===== config.mk =====
export PLATFORM = sky130hd
export DESIGN_NAME = varint_uint_int_encoder_flat
export DESIGN_NICKNAME = d
export VERILOG_FILES = /design/src/design/viue_pkg.sv /design/src/design/viue_in_if.sv /design/src/design/viue_out_if.sv /design/src/design/varint_uint_int_encoder.sv /design/src/design/viue_sm_conv.sv /design/src/design/viue_grp_shift.sv /design/src/flat_wrapper.sv
export SDC_FILE = /design/constraint.sdc
export NUM_CORES = 1
export LEC_CHECK = 0
export ABC_AREA = 1
export ABC_CLOCK_PERIOD_IN_PS = 4100
export BUFFER_PORTS_ARGS = -buffer_cell sky130_fd_sc_hd__buf_2
export CAP_MARGIN = 20
export CORE_ASPECT_RATIO = 0.75
export CORE_MARGIN = 1
export CORE_UTILIZATION = 60
export DETAILED_ROUTE_END_ITERATION = 16
export GPL_ROUTABILITY_DRIVEN = 0
export PLACE_DENSITY = 0.82
export SYNTH_ARGS = -nofsm -noshare
export SYNTH_HDL_FRONTEND = slang
export SYNTH_SLANG_ARGS = --single-unit

===== constraint.sdc =====
create_clock -name clk -period 4.1 [get_ports clk]
set_input_delay 0.41 -clock clk [delete_from_list [all_inputs] [get_ports clk]]
set_output_delay 0.41 -clock clk [all_outputs]
set_load 0.05 [all_outputs]

===== src/design/viue_pkg.sv =====
// shared types and constants for the variable-length integer encoder
package viue_pkg;

  localparam int VALUE_W    = 64;
  localparam int BYTE_W     = 8;
  localparam int GROUP_W    = 7;
  localparam int LAST_MAG_W = 6;

  typedef logic [BYTE_W-1:0] byte_t;

  typedef struct packed {
    logic load;
    logic shift;
  } shift_ctrl_t;

endpackage


===== src/design/viue_in_if.sv =====
// input channel: one integer and its signedness flag per request
interface viue_in_if;
  logic                         valid;
  logic                         ready;
  logic [viue_pkg::VALUE_W-1:0] value;
  logic                         is_signed;

  modport source(output valid, value, is_signed, input ready);
  modport sink(input valid, value, is_signed, output ready);
endinterface


===== src/design/viue_out_if.sv =====
// output channel: one encoded byte per transfer with a last marker
interface viue_out_if;
  logic                  valid;
  logic                  ready;
  logic [viue_pkg::BYTE_W-1:0] code_byte;
  logic                  last;

  modport source(output valid, code_byte, last, input ready);
  modport sink(input valid, code_byte, last, output ready);
endinterface


===== src/design/varint_uint_int_encoder.sv =====
// Variable-length integer encoder, most significant group first. Each request
// carries a value (low VALUE_BITS bits used) and an is_signed flag; the block
// answers with one to ceil(VALUE_BITS/7) bytes, last set on the final one.
// Unsigned values use 7-bit groups with bit 7 set on all but the last byte;
// signed values are sign and magnitude with the sign in bit 0 of the last
// byte, and the most negative value is sent as the most negative plus one.
// One 7-bit group shift register does all the work. After a request is
// taken, the block drops each leading zero group, then finds the first
// group, then sends one byte per remaining group, waiting while the output
// stalls; it takes no new request until the final byte has been registered.
// The final byte sits in an output register, so the next request is taken
// while that byte still waits.
module varint_uint_int_encoder #(
  parameter int VALUE_BITS = 64
) (
  input logic      clk,
  input logic      rst,
  viue_in_if.sink  item,
  viue_out_if.source code
);
  import viue_pkg::*;

  localparam int NGRP      = (VALUE_BITS + GROUP_W - 1) / GROUP_W;
  localparam int WORD_BITS = NGRP * GROUP_W;
  localparam int CNT_W     = $clog2(NGRP + 1);

  localparam logic [1:0] S_IDLE = 2'd0;
  localparam logic [1:0] S_SCAN = 2'd1;
  localparam logic [1:0] S_EMIT = 2'd2;

  logic [1:0]           state;
  logic [1:0]           state_next;
  logic [CNT_W-1:0]     rem;
  logic [CNT_W-1:0]     rem_next;
  logic                 sgn;
  logic                 neg;
  logic                 out_valid;
  byte_t                out_byte;
  logic                 out_last;

  logic [WORD_BITS-1:0] conv_word;
  logic                 conv_neg;
  logic [GROUP_W-1:0]   top_grp;
  shift_ctrl_t          ctrl;
  byte_t                byte_next;
  logic                 accept;
  logic                 out_free;
  logic                 emit;
  logic                 last_grp;
  logic                 skip;

  viue_sm_conv #(
    .VALUE_BITS(VALUE_BITS),
    .WORD_BITS (WORD_BITS)
  ) u_conv (
    .value    (item.value),
    .is_signed(item.is_signed),
    .word     (conv_word),
    .neg      (conv_neg)
  );

  viue_grp_shift #(
    .WORD_BITS(WORD_BITS)
  ) u_shift (
    .clk      (clk),
    .ctrl     (ctrl),
    .load_word(conv_word),
    .top_grp  (top_grp)
  );

  assign item.ready = (state == S_IDLE);
  assign accept     = item.valid && item.ready;
  assign out_free   = !out_valid || code.ready;
  assign emit       = (state == S_EMIT) && out_free;
  assign last_grp   = (rem == CNT_W'(1));
  // drop leading zero groups, always keeping the final one
  assign skip       = (state == S_SCAN) && (top_grp == '0) && !last_grp;

  assign ctrl.load  = accept;
  assign ctrl.shift = skip || emit;

  always_comb begin
    state_next = state;
    rem_next   = rem;
    unique case (state)
      S_IDLE: begin
        if (accept) begin
          state_next = S_SCAN;
          rem_next   = CNT_W'(NGRP);
        end
      end
      S_SCAN: begin
        if (skip) begin
          rem_next = rem - CNT_W'(1);
        end else begin
          state_next = S_EMIT;
        end
      end
      S_EMIT: begin
        if (emit) begin
          rem_next = rem - CNT_W'(1);
          if (last_grp) begin
            state_next = S_IDLE;
          end
        end
      end
      default: begin
        state_next = S_IDLE;
      end
    endcase
  end

  always_comb begin
    if (!last_grp) begin
      byte_next = {1'b1, top_grp};
    end else if (sgn) begin
      byte_next = {1'b0, top_grp[LAST_MAG_W-1:0], neg};
    end else begin
      byte_next = {1'b0, top_grp};
    end
  end

  always_ff @(posedge clk) begin
    if (rst) begin
      state     <= S_IDLE;
      rem       <= '0;
      out_valid <= 1'b0;
    end else begin
      state <= state_next;
      rem   <= rem_next;
      if (emit) begin
        out_valid <= 1'b1;
      end else if (code.ready) begin
        out_valid <= 1'b0;
      end
    end
  end

  always_ff @(posedge clk) begin
    if (accept) begin
      sgn <= item.is_signed;
      neg <= conv_neg;
    end
    if (emit) begin
      out_byte <= byte_next;
      out_last <= last_grp;
    end
  end

  assign code.valid     = out_valid;
  assign code.code_byte = out_byte;
  assign code.last      = out_last;

  a_busy_count: assert property (@(posedge clk) disable iff (rst)
    (state != S_IDLE) |-> (rem != '0))
    else $error("group count empty while busy");

  a_accept_load: assert property (@(posedge clk) disable iff (rst)
    accept |=> (state == S_SCAN) && (rem == CNT_W'(NGRP)))
    else $error("request not loaded with full group count");

  a_last_idle: assert property (@(posedge clk) disable iff (rst)
    (emit && last_grp) |=> (state == S_IDLE) && out_valid && out_last)
    else $error("final byte did not end the encoding");

  a_mid_marked: assert property (@(posedge clk) disable iff (rst)
    (emit && !last_grp) |=> out_byte[BYTE_W-1] && !out_last)
    else $error("continuation byte lacks its marker");
endmodule


===== src/design/viue_sm_conv.sv =====
// converts the input into a group-aligned word, sign-magnitude when signed
module viue_sm_conv #(
  parameter int VALUE_BITS = 64,
  parameter int WORD_BITS  = 70
) (
  input  logic [viue_pkg::VALUE_W-1:0] value,
  input  logic                         is_signed,
  output logic [WORD_BITS-1:0]         word,
  output logic                         neg
);
  import viue_pkg::*;

  localparam logic [VALUE_BITS-1:0] TOP = {1'b1, {(VALUE_BITS-1){1'b0}}};

  logic [VALUE_BITS-1:0] v;
  logic [VALUE_BITS-1:0] negv;
  logic [VALUE_BITS-2:0] mag;

  assign v    = value[VALUE_BITS-1:0];
  assign neg  = is_signed && v[VALUE_BITS-1];
  assign negv = ~v + VALUE_BITS'(1);

  // the most negative value saturates to the largest magnitude
  always_comb begin
    if (!neg) begin
      mag = v[VALUE_BITS-2:0];
    end else if (v == TOP) begin
      mag = '1;
    end else begin
      mag = negv[VALUE_BITS-2:0];
    end
  end

  // signed: lowest group holds six magnitude bits, a spare bit above them
  always_comb begin
    word = '0;
    if (is_signed) begin
      word[VALUE_BITS-1:GROUP_W] = mag[VALUE_BITS-2:LAST_MAG_W];
      word[LAST_MAG_W-1:0]       = mag[LAST_MAG_W-1:0];
    end else begin
      word[VALUE_BITS-1:0] = v;
    end
  end
endmodule


===== src/design/viue_grp_shift.sv =====
// group shift register: holds the word and moves it up one 7-bit group a step
module viue_grp_shift #(
  parameter int WORD_BITS = 70
) (
  input  logic                          clk,
  input  viue_pkg::shift_ctrl_t         ctrl,
  input  logic [WORD_BITS-1:0]          load_word,
  output logic [viue_pkg::GROUP_W-1:0]  top_grp
);
  import viue_pkg::*;

  logic [WORD_BITS-1:0] word;

  always_ff @(posedge clk) begin
    if (ctrl.load) begin
      word <= load_word;
    end else if (ctrl.shift) begin
      word <= {word[WORD_BITS-GROUP_W-1:0], GROUP_W'(0)};
    end
  end

  assign top_grp = word[WORD_BITS-1 -: GROUP_W];
endmodule


===== src/flat_wrapper.sv =====
// flat-port wrapper written by rule: the top's interface ports become plain ports
module varint_uint_int_encoder_flat import viue_pkg::*;
#(
  parameter int VALUE_BITS = 64
)
  (clk, rst, item_valid, item_value, item_is_signed, item_ready, code_valid, code_code_byte, code_last, code_ready);
  viue_in_if item_i ();
  viue_out_if code_i ();
  input logic clk;
  input logic rst;
  input wire logic [$bits(item_i.valid)-1:0] item_valid;
  input wire logic [$bits(item_i.value)-1:0] item_value;
  input wire logic [$bits(item_i.is_signed)-1:0] item_is_signed;
  output wire logic [$bits(item_i.ready)-1:0] item_ready;
  output wire logic [$bits(code_i.valid)-1:0] code_valid;
  output wire logic [$bits(code_i.code_byte)-1:0] code_code_byte;
  output wire logic [$bits(code_i.last)-1:0] code_last;
  input wire logic [$bits(code_i.ready)-1:0] code_ready;
  assign item_i.valid = item_valid;
  assign item_i.value = item_value;
  assign item_i.is_signed = item_is_signed;
  assign item_ready = item_i.ready;
  assign code_valid = code_i.valid;
  assign code_code_byte = code_i.code_byte;
  assign code_last = code_i.last;
  assign code_i.ready = code_ready;
  varint_uint_int_encoder #(.VALUE_BITS(VALUE_BITS)) u_core (.clk(clk), .rst(rst), .item(item_i), .code(code_i));
endmodule

==> impl_results.md <==
* CTS clock-pin slew for the worst setup and hold paths at 70 ps
* Largest net degree at the start of global routing at 60
* Rows at 32
* Hold buffer count at cts at 0
* Pleak at 3.37 nW
* Post-synth top area share at 33.7%
* Layout area overhead at 11.5%
* Critical R2R Capture: u_core.u_shift.word[20]
* Dpl cells at 1182
* Max_cap viols at 0
* Placed Area at 7110 um^2
* Hold path depth at 2
* Total CTS buffers at 9
* Worst Hold End: u_core.rem[3]
* Uppermost layer routed: met4
* Worst Skew at 9.96 ps
* FMAX at 0.376 GHz
* Slew HR at 44.2%
* Avg WL per Cell at 17.5 um
* Post-DRT Antenna Nets at 0
* I/O pins at 80
* Layout filler cell count at 949
* Minimum clock period at 2660 ps
* Post-layout instance area at 7460 um^2
* DR vias at 7073
* DIE AREA at 11600 um^2
* DRT met1 WL at 8910 um
* Total gr overflow at 0
* # resized after CTS at 0
* Cells after synthesis at 997
* Critical Path RT at 4070 ps
* Synthesized Nets at 1074
* Post-synth top area cell: edfxtp_1
* Maximum vdd drop at 282 uV
* Worst Reg2Reg Path Length in Cells at 10
* Top post-synthesis cells by area: edfxtp_1 (34%), nand2_1 (17%), nor2_1 (8.3%)
* DRC viols at 0
* Worst Hold Class: input port to flop
* Power per cell area at 574 nW/um^2
* I/O Buffers at 79
* Fin nets at 1134
* Worst R2R Start: u_core.rem[1]
* Seq cells post-synth at 88
* Fraction of layout cells with a size suffix above 1 at 14.4%
* Die Wd at 124 um
* Unrepaired setup endpoints after global routing: no
* Setup TNS at 0 ps
* Htree depth at 3
* Starting Density at 63.3%
* Flop2flop setup slack at 1440 ps
* Post-detail-place hpwl at 15900 um
* Core ar. at 10600 um^2
* Clock Tree Root: clkbuf_16
* Startpoint Class: flop
* Post-Synthesis Mean Instance Area at 6.71 um^2
* Clock buffer depth at 2
* Hold path start: rst
* CTS tree: yes
* Number of global-route vias before repair at 6229
* Endpoints failing setup at 0
* Met3 WL at 3370 um
* Final worst-path cycle share at 64.9%
* Post-synthesis sequential area ratio at 37.5%
* Power consumption at 4.28 mW
* Synth unique cells at 39
* Final Max Slew Viols at 0
* Cell Area, Synth at 6690 um^2
* Run status: finished clean
* TritonRoute pass-1 iters at 11
* Critical setup path kind: flop to flop
* DP Worst Slack at 1490 ps
* Setup Fix Bufs, Post-CTS at 0
* Ys async rst share at 0%
* Gr usage total at 38.0%
* Top-count cell post-synth: nand2_1
* Synth warn at 0
* CP endpoint kind: flop
* Metal2 WL at 8240 um
* Hold Violations, Final at 0
* Antenna violations before repair at 0
* Sink Count at 88
* Most common library cells after synthesis: nand2_1 (305), nor2_1 (148), nand3_1 (97), inv_1 (91), edfxtp_1 (75)
* Worst EP arrival at 2630 ps
* Final WS setup at 1440 ps
* Max Fanout on Critical Path at 45
* Post-synth EDFFs at 75
* Die height at 93.5 um
* Top_reg_cell synth: edfxtp_1
* Worst-Skew Late Latency at 340 ps
* Diodes inserted at 0
* Final non-filler cell total at 1198
* Global-route wire length before repair at 32800 um
* Worst-margin pin slew at 836 ps
* DRT iter0 DRCs at 1326
* Vias/cell at 5.90
* Final WL at 20900 um
[state kept, by name (all words and copies together), names as in the netlist]
register               count
u_core.code.code_byte      8
u_core.code.last           1
u_core.code.valid          1
u_core.u_shift.word       70
u_core.neg                 1
u_core.sgn                 1
u_core.state               2
u_core.rem                 4
[stage by stage]
step / util (%) / hold slack, ps
after global placement: 67.3 / 467
after global routing: 70.6 / 273
after detailed placement: 67.3 / 490
after floorplan: - / 444
final: 70.6 / 272
after CTS: 70.6 / 270
[per-layer routing]
layer / up-vias / GRT usage, %
met4: 0 / 7.54
li1: 3392 / -
met1: 3122 / 57.5
met2: 509 / 51.6
met5: - / 0
met3: 50 / 13.4
[layout by cell type, fill, tap and decap left out, types with 3 or more instances in the layout]
master	n
nand2_1	303
nor2_1	148
nand3_1	97
inv_1	91
buf_2	79
edfxtp_1	75
o21ai_0	63
a21oi_1	60
nand4_1	15
nor2_2	13
dfxtp_1	13
nand3_2	11
clkbuf_16	9
inv_2	8
ha_1	8
nor2_4	7
nor3_1	6
nand2_2	6
xor2_1	6
a31oi_1	6
buf_4	5
o21ai_1	4
o22ai_1	3
bufinv_16	3
[where the power goes]
part | total [mW] | leakage [nW] | switching, mW | internal, mW
logic | 1.59 | 2.37 | 1.16 | 0.431
registers | 1.74 | 0.830 | 0.139 | 1.60
clock network | 0.947 | 0.169 | 0.346 | 0.601
[worst max-delay path, cell delays in order (launching register included)]
cell,delay [ps]
dfxtp_1,320
inv_1,80
ha_1,180
nand2_1,60
nor2_1,60
nor3_1,200
nand2_1,130
nand2_1,70
inv_1,160
nand2_2,430
buf_4,580
[cell type report]
class	count	area [um^2]	area share, %
inverters	99	372	4.98
clock inverters	6	115	1.54
clock buffers	10	229	3.07
well taps	136	170	2.28
multi-input cells	775	3630	48.6
flip-flops and latches	88	2510	33.7
repair buffers	84	433	5.80
[logic make-up after synthesis]
kind of cell | Yosys count | share of synthesized area [%]
compound gates | 144 | 11.3
xor+xnor | 8 | 1.05
fa+ha+maj | 8 | 1.50
buf+inv | 134 | 8.32
flops | 88 | 37.5
simple gates | 615 | 40.3
[worst max-delay path by stage]
stage / from / end / slack [ps] / depth (start not counted)
finish: u_core.rem[1] / u_core.u_shift.word[20] / 1440 / 10
global route: u_core.rem[1] / u_core.u_shift.word[25] / 1260 / 10
CTS: u_core.rem[1] / u_core.u_shift.word[25] / 1490 / 10
detailed placement: item_is_signed / u_core.u_shift.word[52] / 1490 / 9
global placement: item_is_signed / u_core.u_shift.word[44] / 1520 / 9
floorplan: u_core.state[0] / u_core.u_shift.word[0] / 710 / 6
Power figures use the tool's default switching activity.
